<file path="src/rtl/core/water_column_wave_step_macros.svh">
// assertion macros shared by the water column wave step rtl
`ifndef WATER_COLUMN_WAVE_STEP_MACROS_SVH
`define WATER_COLUMN_WAVE_STEP_MACROS_SVH

// same-cycle implication, checked outside reset
`define WCW_ASSERT_IMP(lbl, clk, rstn, ante, cons, msg) \
  lbl: assert property (@(posedge clk) disable iff (!rstn) (ante) |-> (cons)) else $error(msg);

// next-cycle implication, checked outside reset
`define WCW_ASSERT_NXT(lbl, clk, rstn, ante, cons, msg) \
  lbl: assert property (@(posedge clk) disable iff (!rstn) (ante) |=> (cons)) else $error(msg);

`endif

</file>
<file path="src/rtl/core/wcw_pkg.sv">
// shared constants and types of the water column wave step
package wcw_pkg;

  localparam int COLUMNS     = 16;
  localparam int ROWS        = 16;
  localparam int MAX_RESULTS = 16;

  localparam int IDX_W   = $clog2(COLUMNS);
  localparam int IDX1_W  = IDX_W + 1;
  localparam int LAST_OUT = ((COLUMNS < MAX_RESULTS) ? COLUMNS : MAX_RESULTS) - 1;

  // level mapping: coord = (pos + 1024) * (ROWS-1) * 256 / 2048, saturated
  localparam int LVL_OFFSET = 1024;
  localparam int LVL_MUL    = (ROWS - 1) * 256;
  localparam int LVL_SHIFT  = 11;
  localparam int PROD_W     = 32;
  localparam int COORD_MAX  = ROWS * 256 - 1;
  localparam int COORD_W    = $clog2(ROWS * 256);
  localparam int BRIGHT_MOD = 255;

  localparam logic signed [15:0] KICK_RESET = -16'sd256;

  localparam logic OP_KICK  = 1'b0;
  localparam logic OP_FRAME = 1'b1;

  typedef enum logic [2:0] {
    DP_NOP,
    DP_KICK,
    DP_START,
    DP_COUPLE,
    DP_MOVE,
    DP_EMIT
  } dp_op_e;

  typedef struct packed {
    dp_op_e           op;
    logic [IDX_W-1:0] idx;
  } wcw_cmd_t;

  typedef struct packed {
    logic out_free;
  } wcw_sts_t;

endpackage

</file>
<file path="src/rtl/core/wcw_datapath.sv">
// column state registers, coupling and motion arithmetic, level output register
`include "water_column_wave_step_macros.svh"

module wcw_datapath (
  input  logic                   clk_i,
  input  logic                   rst_ni,
  input  wcw_pkg::wcw_cmd_t      cmd_i,
  output wcw_pkg::wcw_sts_t      sts_o,
  input  logic [3:0]             column_i,
  input  logic                   cfg_we_i,
  input  logic signed [15:0]     cfg_wdata_i,
  output logic                   out_valid_o,
  input  logic                   out_ready_i,
  output logic [3:0]             out_column_o,
  output logic [3:0]             full_rows_o,
  output logic [7:0]             top_brightness_o,
  output logic                   last_o
);
  import wcw_pkg::*;

  logic signed [15:0] pos_q [COLUMNS];
  logic signed [15:0] vel_q [COLUMNS];
  logic signed [15:0] kick_q;
  logic               out_valid_q;

  logic signed [15:0] prev_q, cur_q;
  logic [PROD_W-1:0]  prod_q, prod_d;

  logic [3:0]         out_column_q;
  logic [3:0]         full_rows_q;
  logic [7:0]         top_q;
  logic               last_q;

  // truncating halve of a signed value
  function automatic logic signed [15:0] half_trunc(input logic signed [15:0] x);
    half_trunc = $signed(x + 16'(x[15])) >>> 1;
  endfunction

  // kick address check
  logic [7:0]       col_ext;
  logic             col_ok;
  logic [IDX_W-1:0] kick_idx;

  assign col_ext  = 8'(column_i);
  assign col_ok   = col_ext < 8'(COLUMNS);
  assign kick_idx = IDX_W'(column_i);

  // coupling: right neighbour read
  logic [IDX1_W-1:0]  idx_p1;
  logic               nxt_ok;
  logic signed [15:0] nxt_pos;
  logic signed [15:0] nsum;
  logic signed [15:0] vel_cpl;

  assign idx_p1  = {1'b0, cmd_i.idx} + IDX1_W'(1);
  assign nxt_ok  = idx_p1 < IDX1_W'(COLUMNS);
  assign nxt_pos = nxt_ok ? pos_q[idx_p1[IDX_W-1:0]] : 16'sd0;
  assign nsum    = prev_q + nxt_pos;
  assign vel_cpl = vel_q[cmd_i.idx] + half_trunc(nsum) - cur_q;

  // motion: damp toward zero, then move
  logic signed [15:0] v_cur, v_damp, pos_new;
  logic signed [16:0] lvl_t;

  assign v_cur   = vel_q[cmd_i.idx];
  assign v_damp  = v_cur[15] ? (v_cur + 16'sd1) :
                   ((v_cur != 16'sd0) ? (v_cur - 16'sd1) : v_cur);
  assign pos_new = pos_q[cmd_i.idx] + half_trunc(v_damp);
  assign lvl_t   = $signed({pos_new[15], pos_new}) + 17'(LVL_OFFSET);

  always_comb begin
    if (lvl_t[16]) begin
      prod_d = '0;
    end else begin
      prod_d = PROD_W'(lvl_t[15:0]) * PROD_W'(LVL_MUL);
    end
  end

  // level: saturate, split into full rows and top brightness
  logic [PROD_W-1:0]  coord_full;
  logic [COORD_W-1:0] coord;
  logic [COORD_W-1:0] coord_hi;
  logic [8:0]         bsum;
  logic [8:0]         bmod;

  assign coord_full = prod_q >> LVL_SHIFT;
  assign coord      = (coord_full > PROD_W'(COORD_MAX)) ? COORD_W'(COORD_MAX)
                                                        : coord_full[COORD_W-1:0];
  assign coord_hi   = coord >> 8;
  assign bsum       = 9'(coord_hi) + 9'(coord[7:0]);

  always_comb begin
    if (bsum >= 9'(2 * BRIGHT_MOD)) begin
      bmod = bsum - 9'(2 * BRIGHT_MOD);
    end else if (bsum >= 9'(BRIGHT_MOD)) begin
      bmod = bsum - 9'(BRIGHT_MOD);
    end else begin
      bmod = bsum;
    end
  end

  // column state, register and output handshake
  always_ff @(posedge clk_i or negedge rst_ni) begin
    if (!rst_ni) begin
      for (int i = 0; i < COLUMNS; i++) begin
        pos_q[i] <= '0;
        vel_q[i] <= '0;
      end
      kick_q      <= KICK_RESET;
      out_valid_q <= 1'b0;
    end else begin
      if (cfg_we_i) begin
        kick_q <= cfg_wdata_i;
      end
      case (cmd_i.op)
        DP_KICK: begin
          if (col_ok) begin
            vel_q[kick_idx] <= kick_q;
          end
        end
        DP_COUPLE: begin
          vel_q[cmd_i.idx] <= vel_cpl;
        end
        DP_MOVE: begin
          vel_q[cmd_i.idx] <= v_damp;
          pos_q[cmd_i.idx] <= pos_new;
        end
        default: begin
        end
      endcase
      if (cmd_i.op == DP_EMIT) begin
        out_valid_q <= 1'b1;
      end else if (out_ready_i) begin
        out_valid_q <= 1'b0;
      end
    end
  end

  always_ff @(posedge clk_i) begin
    case (cmd_i.op)
      DP_START: begin
        prev_q <= '0;
        cur_q  <= pos_q[0];
      end
      DP_COUPLE: begin
        prev_q <= cur_q;
        cur_q  <= nxt_pos;
      end
      DP_MOVE: begin
        prod_q <= prod_d;
      end
      DP_EMIT: begin
        out_column_q <= 4'(cmd_i.idx);
        full_rows_q  <= coord_hi[3:0];
        top_q        <= bmod[7:0];
        last_q       <= (32'(cmd_i.idx) == 32'(LAST_OUT));
      end
      default: begin
      end
    endcase
  end

  assign sts_o.out_free  = !out_valid_q || out_ready_i;
  assign out_valid_o     = out_valid_q;
  assign out_column_o    = out_column_q;
  assign full_rows_o     = full_rows_q;
  assign top_brightness_o = top_q;
  assign last_o          = last_q;

  `WCW_ASSERT_NXT(a_emit_sets_valid, clk_i, rst_ni, cmd_i.op == DP_EMIT, out_valid_q, "result not presented after emit")
  `WCW_ASSERT_IMP(a_top_in_range, clk_i, rst_ni, out_valid_q, top_q != 8'(BRIGHT_MOD), "top brightness not reduced")
  `WCW_ASSERT_IMP(a_emit_when_free, clk_i, rst_ni, cmd_i.op == DP_EMIT, !out_valid_q || out_ready_i, "emit over a pending result")

endmodule

</file>
<file path="src/rtl/core/wcw_ctrl.sv">
// sequencer for kick and frame transactions
`include "water_column_wave_step_macros.svh"

module wcw_ctrl (
  input  logic               clk_i,
  input  logic               rst_ni,
  input  logic               in_valid_i,
  input  logic               op_i,
  output logic               in_ready_o,
  input  wcw_pkg::wcw_sts_t  sts_i,
  output wcw_pkg::wcw_cmd_t  cmd_o
);
  import wcw_pkg::*;

  localparam logic [1:0] S_IDLE   = 2'd0;
  localparam logic [1:0] S_COUPLE = 2'd1;
  localparam logic [1:0] S_MOVE   = 2'd2;
  localparam logic [1:0] S_EMIT   = 2'd3;

  localparam logic [IDX_W-1:0] IDX_LAST = IDX_W'(COLUMNS - 1);

  logic [1:0]       state_q, state_d;
  logic [IDX_W-1:0] idx_q, idx_d;
  logic             idx_out;

  assign in_ready_o = (state_q == S_IDLE);
  assign idx_out    = 32'(idx_q) < 32'(MAX_RESULTS);

  always_comb begin
    state_d   = state_q;
    idx_d     = idx_q;
    cmd_o.op  = DP_NOP;
    cmd_o.idx = idx_q;
    case (state_q)
      S_IDLE: begin
        if (in_valid_i) begin
          if (op_i == OP_FRAME) begin
            cmd_o.op = DP_START;
            state_d  = S_COUPLE;
            idx_d    = '0;
          end else begin
            cmd_o.op = DP_KICK;
          end
        end
      end
      S_COUPLE: begin
        cmd_o.op = DP_COUPLE;
        if (idx_q == IDX_LAST) begin
          state_d = S_MOVE;
          idx_d   = '0;
        end else begin
          idx_d = idx_q + IDX_W'(1);
        end
      end
      S_MOVE: begin
        cmd_o.op = DP_MOVE;
        if (idx_out) begin
          state_d = S_EMIT;
        end else if (idx_q == IDX_LAST) begin
          state_d = S_IDLE;
          idx_d   = '0;
        end else begin
          idx_d = idx_q + IDX_W'(1);
        end
      end
      S_EMIT: begin
        if (sts_i.out_free) begin
          cmd_o.op = DP_EMIT;
          if (idx_q == IDX_LAST) begin
            state_d = S_IDLE;
            idx_d   = '0;
          end else begin
            state_d = S_MOVE;
            idx_d   = idx_q + IDX_W'(1);
          end
        end
      end
      default: begin
        state_d = S_IDLE;
        idx_d   = '0;
      end
    endcase
  end

  always_ff @(posedge clk_i or negedge rst_ni) begin
    if (!rst_ni) begin
      state_q <= S_IDLE;
      idx_q   <= '0;
    end else begin
      state_q <= state_d;
      idx_q   <= idx_d;
    end
  end

  `WCW_ASSERT_NXT(a_frame_start, clk_i, rst_ni, (state_q == S_IDLE) && in_valid_i && (op_i == OP_FRAME), (state_q == S_COUPLE) && (idx_q == '0), "frame did not start coupling pass")
  `WCW_ASSERT_NXT(a_couple_done, clk_i, rst_ni, (state_q == S_COUPLE) && (idx_q == IDX_LAST), (state_q == S_MOVE) && (idx_q == '0), "coupling pass did not hand over to motion pass")
  `WCW_ASSERT_IMP(a_idle_idx, clk_i, rst_ni, state_q == S_IDLE, idx_q == '0, "column counter not cleared between frames")

endmodule

</file>
<file path="src/rtl/core/water_column_wave_step.sv">
// top level of the water column wave step: controller plus datapath
//
// input channel (in_valid_i / in_ready_o, payload op_i, column_i):
//   op_i = 0 kicks column_i, setting its velocity to the kick strength;
//   a kick out of range is dropped; a kick gives no result
//   op_i = 1 advances one frame and gives one result per column, in column
//   order, with last_o set on the final one
// output channel (out_valid_o / out_ready_i): one registered result
//   transaction per column: out_column_o, full_rows_o, top_brightness_o, last_o
// config: cfg_we_i writes cfg_wdata_i into the kick strength
// frame sequence: the accepting cycle, the coupling pass over every column,
//   then per column a motion update and then its level into the output
//   register; the next column waits while the output register is not free
// a new transaction is taken only once the frame's last result sits in the
//   output register, which then waits for the receiver on its own
// a receiver stall holds the output register and pauses the sweep at the
//   next column; nothing is dropped
// reset clears all positions and velocities to zero, sets the kick strength
//   to -256 and empties the output register
module water_column_wave_step (
  input  logic               clk_i,
  input  logic               rst_ni,
  // input transactions
  input  logic               in_valid_i,
  output logic               in_ready_o,
  input  logic               op_i,
  input  logic [3:0]         column_i,
  // result transactions
  output logic               out_valid_o,
  input  logic               out_ready_i,
  output logic [3:0]         out_column_o,
  output logic [3:0]         full_rows_o,
  output logic [7:0]         top_brightness_o,
  output logic               last_o,
  // kick strength register
  input  logic               cfg_we_i,
  input  logic signed [15:0] cfg_wdata_i
);
  import wcw_pkg::*;

  // command from sequencer to datapath, status back
  wcw_cmd_t cmd;
  wcw_sts_t sts;

  // sequencer: idle / coupling sweep / motion sweep / result hand-off
  wcw_ctrl u_ctrl (
    .clk_i      (clk_i),
    .rst_ni     (rst_ni),
    .in_valid_i (in_valid_i),
    .op_i       (op_i),
    .in_ready_o (in_ready_o),
    .sts_i      (sts),
    .cmd_o      (cmd)
  );

  // column registers, wave arithmetic and output register
  wcw_datapath u_datapath (
    .clk_i            (clk_i),
    .rst_ni           (rst_ni),
    .cmd_i            (cmd),
    .sts_o            (sts),
    .column_i         (column_i),
    .cfg_we_i         (cfg_we_i),
    .cfg_wdata_i      (cfg_wdata_i),
    .out_valid_o      (out_valid_o),
    .out_ready_i      (out_ready_i),
    .out_column_o     (out_column_o),
    .full_rows_o      (full_rows_o),
    .top_brightness_o (top_brightness_o),
    .last_o           (last_o)
  );

endmodule

</file>
<file path="config.mk">
export PLATFORM = sky130hd
export DESIGN_NAME = water_column_wave_step
export DESIGN_NICKNAME = d
export VERILOG_FILES = /design/src/rtl/core/wcw_pkg.sv /design/src/rtl/core/wcw_datapath.sv /design/src/rtl/core/wcw_ctrl.sv /design/src/rtl/core/water_column_wave_step.sv
export VERILOG_INCLUDE_DIRS = /design/src /design/src/rtl/core
export SDC_FILE = /design/constraint.sdc
export NUM_CORES = 2
export LEC_CHECK = 0
export BUFFER_PORTS_ARGS = -buffer_cell sky130_fd_sc_hd__buf_2
export CAP_MARGIN = 5
export CELL_PAD_IN_SITES_DETAIL_PLACEMENT = 1
export CELL_PAD_IN_SITES_GLOBAL_PLACEMENT = 1
export CORE_ASPECT_RATIO = 1.2
export CORE_UTILIZATION = 50
export CTS_CLUSTER_SIZE = 24
export DETAILED_ROUTE_END_ITERATION = 10
export PLACE_DENSITY = 0.79
export SETUP_SLACK_MARGIN = 0.05
export SKIP_LAST_GASP = 1
export SYNTH_ARGS = -nofsm -noshare
export SYNTH_HDL_FRONTEND = slang
export SYNTH_SLANG_ARGS = --single-unit
</file>
<file path="constraint.sdc">
create_clock -name clk_i -period 15.1 [get_ports clk_i]
set_clock_uncertainty 0.15 [all_clocks]
set_input_delay 4.53 -clock clk_i [delete_from_list [all_inputs] [get_ports clk_i]]
set_output_delay 4.53 -clock clk_i [all_outputs]
set_load 0.005 [all_outputs]
</file>
# Word-level counts from Yosys, hierarchy flattened
# Index checks and enable logic that the tools add are counted.
word_totals:
  reg_bits: 616
  inputBits: 26
  out_inout_bits: 19
classes:
  addsub: 14
  multipliers: 1
  magnitude_cmp: 10
  n_eq_ne: 14
  muxes: 44
  n_bitwise: 4
  reduce_logical: 12
op_table:
  columns: ["op", "n"]
  rows:
  - ["bitwise mux 256 bit", 4]
  - ["case mux 256 bit (3 select lines)", 1]
  - ["2-to-1 mux 256 bit", 1]
  - ["binary-select mux 16 bit (select 4 bit)", 3]
  - ["2-to-1 mux 16 bit", 11]
  - ["demux 16 bit (select 4 bit)", 2]
  - ["case mux 16 bit (2 select lines)", 2]
  - ["adder 16 x 1 -> 16 bit", 2]
  - ["adder 16 x 15 -> 16 bit", 2]
  - ["> comparator 21 x 12 -> 1 bit (second input constant)", 1]
  - ["multiplier 16 x 4 -> 20 bit (second input constant)", 1]
  - ["adder 16 x 12 -> 17 bit (second input constant)", 1]
  - ["adder 16 bit", 1]
  - ["adder 16 x 2 -> 16 bit (second input constant)", 1]
  - ["2-to-1 mux 4 bit", 4]
  - ["2-to-1 mux 8 bit", 2]
  - ["nonzero test 16 bit", 1]
  - ["subtractor 16 bit", 1]
  - ["subtractor 16 x 2 -> 16 bit (second input constant)", 1]
  - ["subtractor 8 bit (second input constant)", 2]
  - ["greater-or-equal comparator 5 bit (second input constant)", 3]
  - ["NOT 4 -> 5 bit", 3]
  - ["2-to-1 mux 2 bit", 7]
  - ["2-to-1 mux 12 bit", 1]
  - ["30 further kinds", 41]

# Logic depth before layout (Yosys ltp)
logic_depth:
  depth_word: 12
  depth_mapped: 47

# By module
# A second synthesis with hierarchy kept.
hier_totals:
  cells_unflattened: 3842
  area_unflattened_um2: 37488.5
modules_own_cells:
  columns: ["module", "instances", "cells_each", "area_per_inst_um2", "seq_area_each_um2"]
  rows:
  - ["wcw_datapath", 1, 3801, 37081.8, 15229.6]
  - ["wcw_ctrl", 1, 41, 406.6, 150.1]

# Least setup slack after synthesis
# Ideal clock, no wire load.
synth_path:
  kind: "register to register"
  startpoint: "register u_ctrl.idx_q[0]"
  endpoint: "register u_datapath.vel_q[111] (netlist name)"
  arrival_time_ns: 10.813
  setup_slack_ns: 4.000
  path_stages_with_launch: 48
  period_less_slack_ns: 11.100
  cell_sequence: "dfrtp_1 buf_6 buf_6 buf_6 buf_6 clkbuf_1 clkbuf_1 clkbuf_1 clkbuf_1 inv_1 ha_1 clkbuf_1 clkbuf_1 clkbuf_1 mux4_2 mux2i_1 a211oi_1 ha_1 (+12 left out) and2_1 nor2_1 fa_1 ha_1 a21o_1 a21oi_1 o21bai_1 a21oi_1 nor2b_1 o21a_1 o31ai_1 a211oi_1 or3_1 a21oi_1 xnor3_1 a21oi_1 clkbuf_1 a21oi_1"
synth_between:
  elab_chain_cells: 12
synth_lines:
  columns: ["element", "line", "source"]
  rows:
  - ["start: declaration", "wcw_ctrl.sv:23", "logic [IDX_W-1:0] idx_q, idx_d;"]
  - ["start signal: assignment", "wcw_ctrl.sv:91", "idx_q <= idx_d;"]
  - ["adder 4 x 1 -> 5 bit", "wcw_datapath.sv:55", "assign idx_p1 = {1'b0, cmd_i.idx} + IDX1_W'(1);"]
  - ["NOT 4 -> 5 bit (implied by the code)", "wcw_datapath.sv:57", "assign nxt_pos = nxt_ok ? pos_q[idx_p1[IDX_W-1:0]] : 16'sd0;"]
  - ["binary-select mux 16 bit (select 4 bit)", "wcw_datapath.sv:57", null]
  - ["2-to-1 mux 16 bit (implied by the code) (2 in series)", "wcw_datapath.sv:57", null]
  - ["2-to-1 mux 16 bit", "wcw_datapath.sv:57", null]
  - ["adder 16 bit", "wcw_datapath.sv:58", "assign nsum = prev_q + nxt_pos;"]
  - ["adder 16 x 1 -> 16 bit", "wcw_datapath.sv:36", "half_trunc = $signed(x + 16'(x[15])) >>> 1;"]
  - ["adder 16 x 15 -> 16 bit", "wcw_datapath.sv:59", "assign vel_cpl = vel_q[cmd_i.idx] + half_trunc(nsum) - cur_q;"]
  - ["subtractor 16 bit", "wcw_datapath.sv:59", null]
  - ["bitwise mux 256 bit", "wcw_datapath.sv:122", "vel_q[cmd_i.idx] <= vel_cpl;"]
  - ["case mux 256 bit (3 select lines) (*)", "wcw_datapath.sv:115", "case (cmd_i.op)"]
  - ["end signal: indexed assignment", "wcw_datapath.sv:118", "vel_q[kick_idx] <= kick_q;"]
  - ["end signal: indexed assignment", "wcw_datapath.sv:122", null]
  - ["end signal: indexed assignment", "wcw_datapath.sv:125", "vel_q[cmd_i.idx] <= v_damp;"]
  - ["end: declaration", "wcw_datapath.sv:22", "logic signed [15:0] vel_q [COLUMNS];"]
# Every way passes the cells marked *; elsewhere a longest branch is shown, timed or not. The select of a mux whose other input is x is not followed.
# A chain may end at the register's enable or synchronous reset.

# Final worst setup path
layout_path:
  startpoint: "register u_ctrl.idx_q[0]"
  endpoint: "register u_datapath.prod_q[27], data pin"
layout_between:
  elab_chain_cells: 11
layout_lines:
  columns: ["element", "line", "source"]
  rows:
  - ["NOT 4 -> 5 bit (implied by the code) (*)", "wcw_datapath.sv:65, wcw_datapath.sv:68", null]
  - ["binary-select mux 16 bit (select 4 bit)", "wcw_datapath.sv:65", "assign v_cur = vel_q[cmd_i.idx];"]
  - ["2-to-1 mux 16 bit (implied by the code) (2 in series)", "wcw_datapath.sv:65", null]
  - ["subtractor 16 x 2 -> 16 bit or nonzero test 16 bit (tied branches)", "wcw_datapath.sv:67", "((v_cur != 16'sd0) ? (v_cur - 16'sd1) : v_cur);"]
  - ["2-to-1 mux 16 bit", "wcw_datapath.sv:67", null]
  - ["2-to-1 mux 16 bit", "wcw_datapath.sv:66", "assign v_damp = v_cur[15] ? (v_cur + 16'sd1) :"]
  - ["adder 16 x 1 -> 16 bit", "wcw_datapath.sv:36", null]
  - ["adder 16 x 15 -> 16 bit (*)", "wcw_datapath.sv:68", "assign pos_new = pos_q[cmd_i.idx] + half_trunc(v_damp);"]
  - ["adder 16 x 12 -> 17 bit (*)", "wcw_datapath.sv:69", "assign lvl_t = $signed({pos_new[15], pos_new}) + 17'(LVL_OFFSET);"]
  - ["multiplier 16 x 4 -> 20 bit", "wcw_datapath.sv:75", "prod_d = PROD_W'(lvl_t[15:0]) * PROD_W'(LVL_MUL);"]
  - ["end signal: assignment", "wcw_datapath.sv:150", "prod_q <= prod_d;"]
  - ["end: declaration", "wcw_datapath.sv:27", "logic [PROD_W-1:0] prod_q, prod_d;"]
# Marks and branches as above.

==> out/metrics.cfg <==
[status]
status = complete, no violations

[floorplanning]
die_area_um2 = 76800
initial_utilization = 0.504
fp.coreArea_um2 = 75000
row_count = 110
die_w_um = 253
io_pins = 45
die_y_um = 303

[clocking]
htreeDepth = 3
clk_pin_slew_ns = 0.06
root_buffer = clkbuf_16
ctsResizeCount = 0
clk_latency_ns = 0.65
cts_tree = done
cts_setup_buffers = 0
cts-buffers-inserted = 69
cts.sinks = 601
clockBufferDepth = 3
cts_hold_buf = 0

[flow_run]
drv_cap = 0

[final_layout]
nFillCells = 8059
multi_input_area_um2 = 20900
drive_above_1_share = 0.168
syn_to_final_growth_pct = 9.55
antenna_cells = 0
ff_latch_area_um2 = 15400
nets = 3788

[worst_setup_path]
cpMostUsedCell = ha_1
critPathKind = flip-flop to flip-flop
cp-start-kind = flip-flop
crit_required_ns = 15.42
cpPeakStageDelay_ns = 0.77
slowest_stage = dfrtp_4
reg2reg_from = u_ctrl.idx_q[0]
crit_start = u_ctrl.idx_q[0]
cp-end-kind = flip-flop
cp.arrival_ns = 12.13
worstPathMaxFanout = 32

[timing]
slew_viol_final = 0
hold_violations = 0
fin_setup_tns_ns = 0
min_period_over_period = 0.782
worst_pin_slew_ns = 1.36
holdWs_ns = 0.353
setup_viol_count_final = 0
slew_headroom = 0.0944
grt_setup_unrepaired = no
fin_crit_ns = 11.81
fmax_mhz = 84.7

[route]
vias = 33800
vias_per_cell = 7.20
drt_pass1_iterations = 6
first_iter_violations = 3534
wl_per_cell_um = 31.4
ant_nets = 0
wl_mm = 147
drc = 0

[grt]
antenna_found_initial = 1
grt_overflow = 0
grt_usage = 0.392
grt_first_pass_wirelength_mm = 225
grt_pass1_vias = 36100
grt_start_max_net_pins = 142

[worst_hold_path]
min-delay-start = u_datapath.vel_q[92]
hold_class = flip-flop to flip-flop

[logic_synthesis]
synthMuxAreaShare = 0.140
synth-simple-area-share = 0.0812
synth-seq-area-share = 0.406
syn-cell-area_um2 = 37800
synth_area_per_cell_um2 = 10.0
ys_types = 89
ys_warn_count = 0
synth_xor_area_frac = 0.0241
ys_seq_elements = 601
synth_ff_type = dfrtp_1
synthArstFlopShare = 0.890
syn_nets = 3926
synth_compound_area_frac = 0.249
synth_edf_count = 66
synth_cells = 3772
synth_top_family_by_area = compound AO/OA/AOI/OAI gates
synthAdderAreaFrac = 0.0503

[place]
place.gp.congestion = 0.975
port_buffers = 44
dp_hpwl_mm = 94.2

Yosys cell counts (25+ instances only):
master / n / area [um2]
a21oi_1: 153 / 766
a31oi_1: 209 / 1310
nor2b_1: 34 / 213
nand2_1: 332 / 1250
nand3_1: 58 / 290
a211oi_1: 35 / 263
buf_1: 28 / 105
xnor2_1: 69 / 604
a21o_1: 55 / 413
nor3_1: 26 / 130
inv_1: 95 / 357
ha_1: 88 / 1100
o21ai_0: 718 / 3590
mux4_2: 208 / 4680
dfrtp_1: 527 / 13200
o22a_1: 224 / 1960
mux2_2: 32 / 360
xor2_1: 25 / 219
nor2_1: 132 / 495
clkbuf_1: 327 / 1230
edfxtp_1: 66 / 1980
fa_1: 40 / 801
through the flow:
stage / cell area [um2] / util / std cells / setup slack [ns]
after floorplan: 37800 / - / 3772 / 4.00
after global placement: 39100 / 0.522 / 4570 / 4.00
after detailed placement: 39100 / 0.522 / 4570 / 3.52
after CTS: 41400 / 0.552 / 4697 / 3.46
after global routing: 41500 / 0.553 / 4698 / 2.69
final: 41500 / 0.553 / 4698 / 3.29
state kept, by name (all words and copies together) (netlist names):
name                         count
u_ctrl.idx_q                     4
u_ctrl.state_q                   2
u_datapath.cur_q                16
u_datapath.full_rows_o           4
u_datapath.kick_q               16
u_datapath.last_o                1
u_datapath.out_column_o          4
u_datapath.out_valid_o           1
u_datapath.pos_q               256
u_datapath.prev_q               16
u_datapath.prod_q               17
u_datapath.top_brightness_o      8
u_datapath.vel_q               256
worst max-delay path, delay by kind of cell, from the launching register on:
| family | cells | cell delay (ns) |
|---|---|---|
| adder cells (fa/ha/maj) | 6 | 1.96 |
| AND/OR/NAND/NOR | 4 | 1.25 |
| AO/OA/AOI/OAI | 17 | 4.16 |
| XOR/XNOR | 5 | 1.55 |
| buffers and inverters | 4 | 1.18 |
| flip-flops | 1 | 0.77 |
| multiplexers | 1 | 0.59 |
path summary, 6_finish.rpt:
kind / depth (start not counted) / slack (ns) / to
max in group asynchronous: 3 / 8.52 / u_datapath.pos_q[57]
min in group asynchronous: 1 / 3.78 / u_datapath.vel_q[84]
worst max-delay path: 37 / 3.29 / u_datapath.prod_q[27]
worst max register to register: 37 / 3.29 / u_datapath.prod_q[27]
worst min-delay path: 2 / 0.35 / u_datapath.vel_q[92]
worst min register to register: 2 / 0.35 / u_datapath.vel_q[92]
routing by layer:
metal | global-route usage | share of wire
met5 | 0 | 0
met4 | 0.319 | 0.090
met3 | 0.0663 | 0.078
met2 | 0.629 | 0.47
met1 | 0.469 | 0.36
logic make-up (layout without fill, tap and decap cells):
kind of cell | count (synthesis) | count (layout)
buf+inv | 475 | 393
xor+xnor | 99 | 99
flops | 601 | 601
mux | 264 | 264
simple gates | 677 | 677
compound gates | 1528 | 1528
fa+ha+maj | 128 | 128
cell usage in the layout, fill, tap and decap left out, types with 55 or more instances in the layout:
master and n:
o22a_1 224, a21o_1 55, o21ai_0 718, a31oi_1 205, dfrtp_1 524, buf_4 123
edfxtp_1 66, ha_1 84, a21oi_1 144, clkbuf_16 74, inv_1 95, nor2_1 124
mux4_2 208, nand3_1 57, nand2_1 331
cell type report:
| cell class | instances | share of cell area |
|---|---|---|
| repair buffers | 168 | 0.0283 |
| multi-input cells | 2696 | 0.505 |
| clock buffers | 105 | 0.0501 |
| clock inverters | 22 | 0.00579 |
| flip-flops and latches | 601 | 0.371 |
| inverters | 98 | 0.00887 |
| well taps | 1008 | 0.0304 |
Power is left out: the tool's default activity adds up to more than one toggle a clock period on the data nets, which glitch-free logic cannot reach.
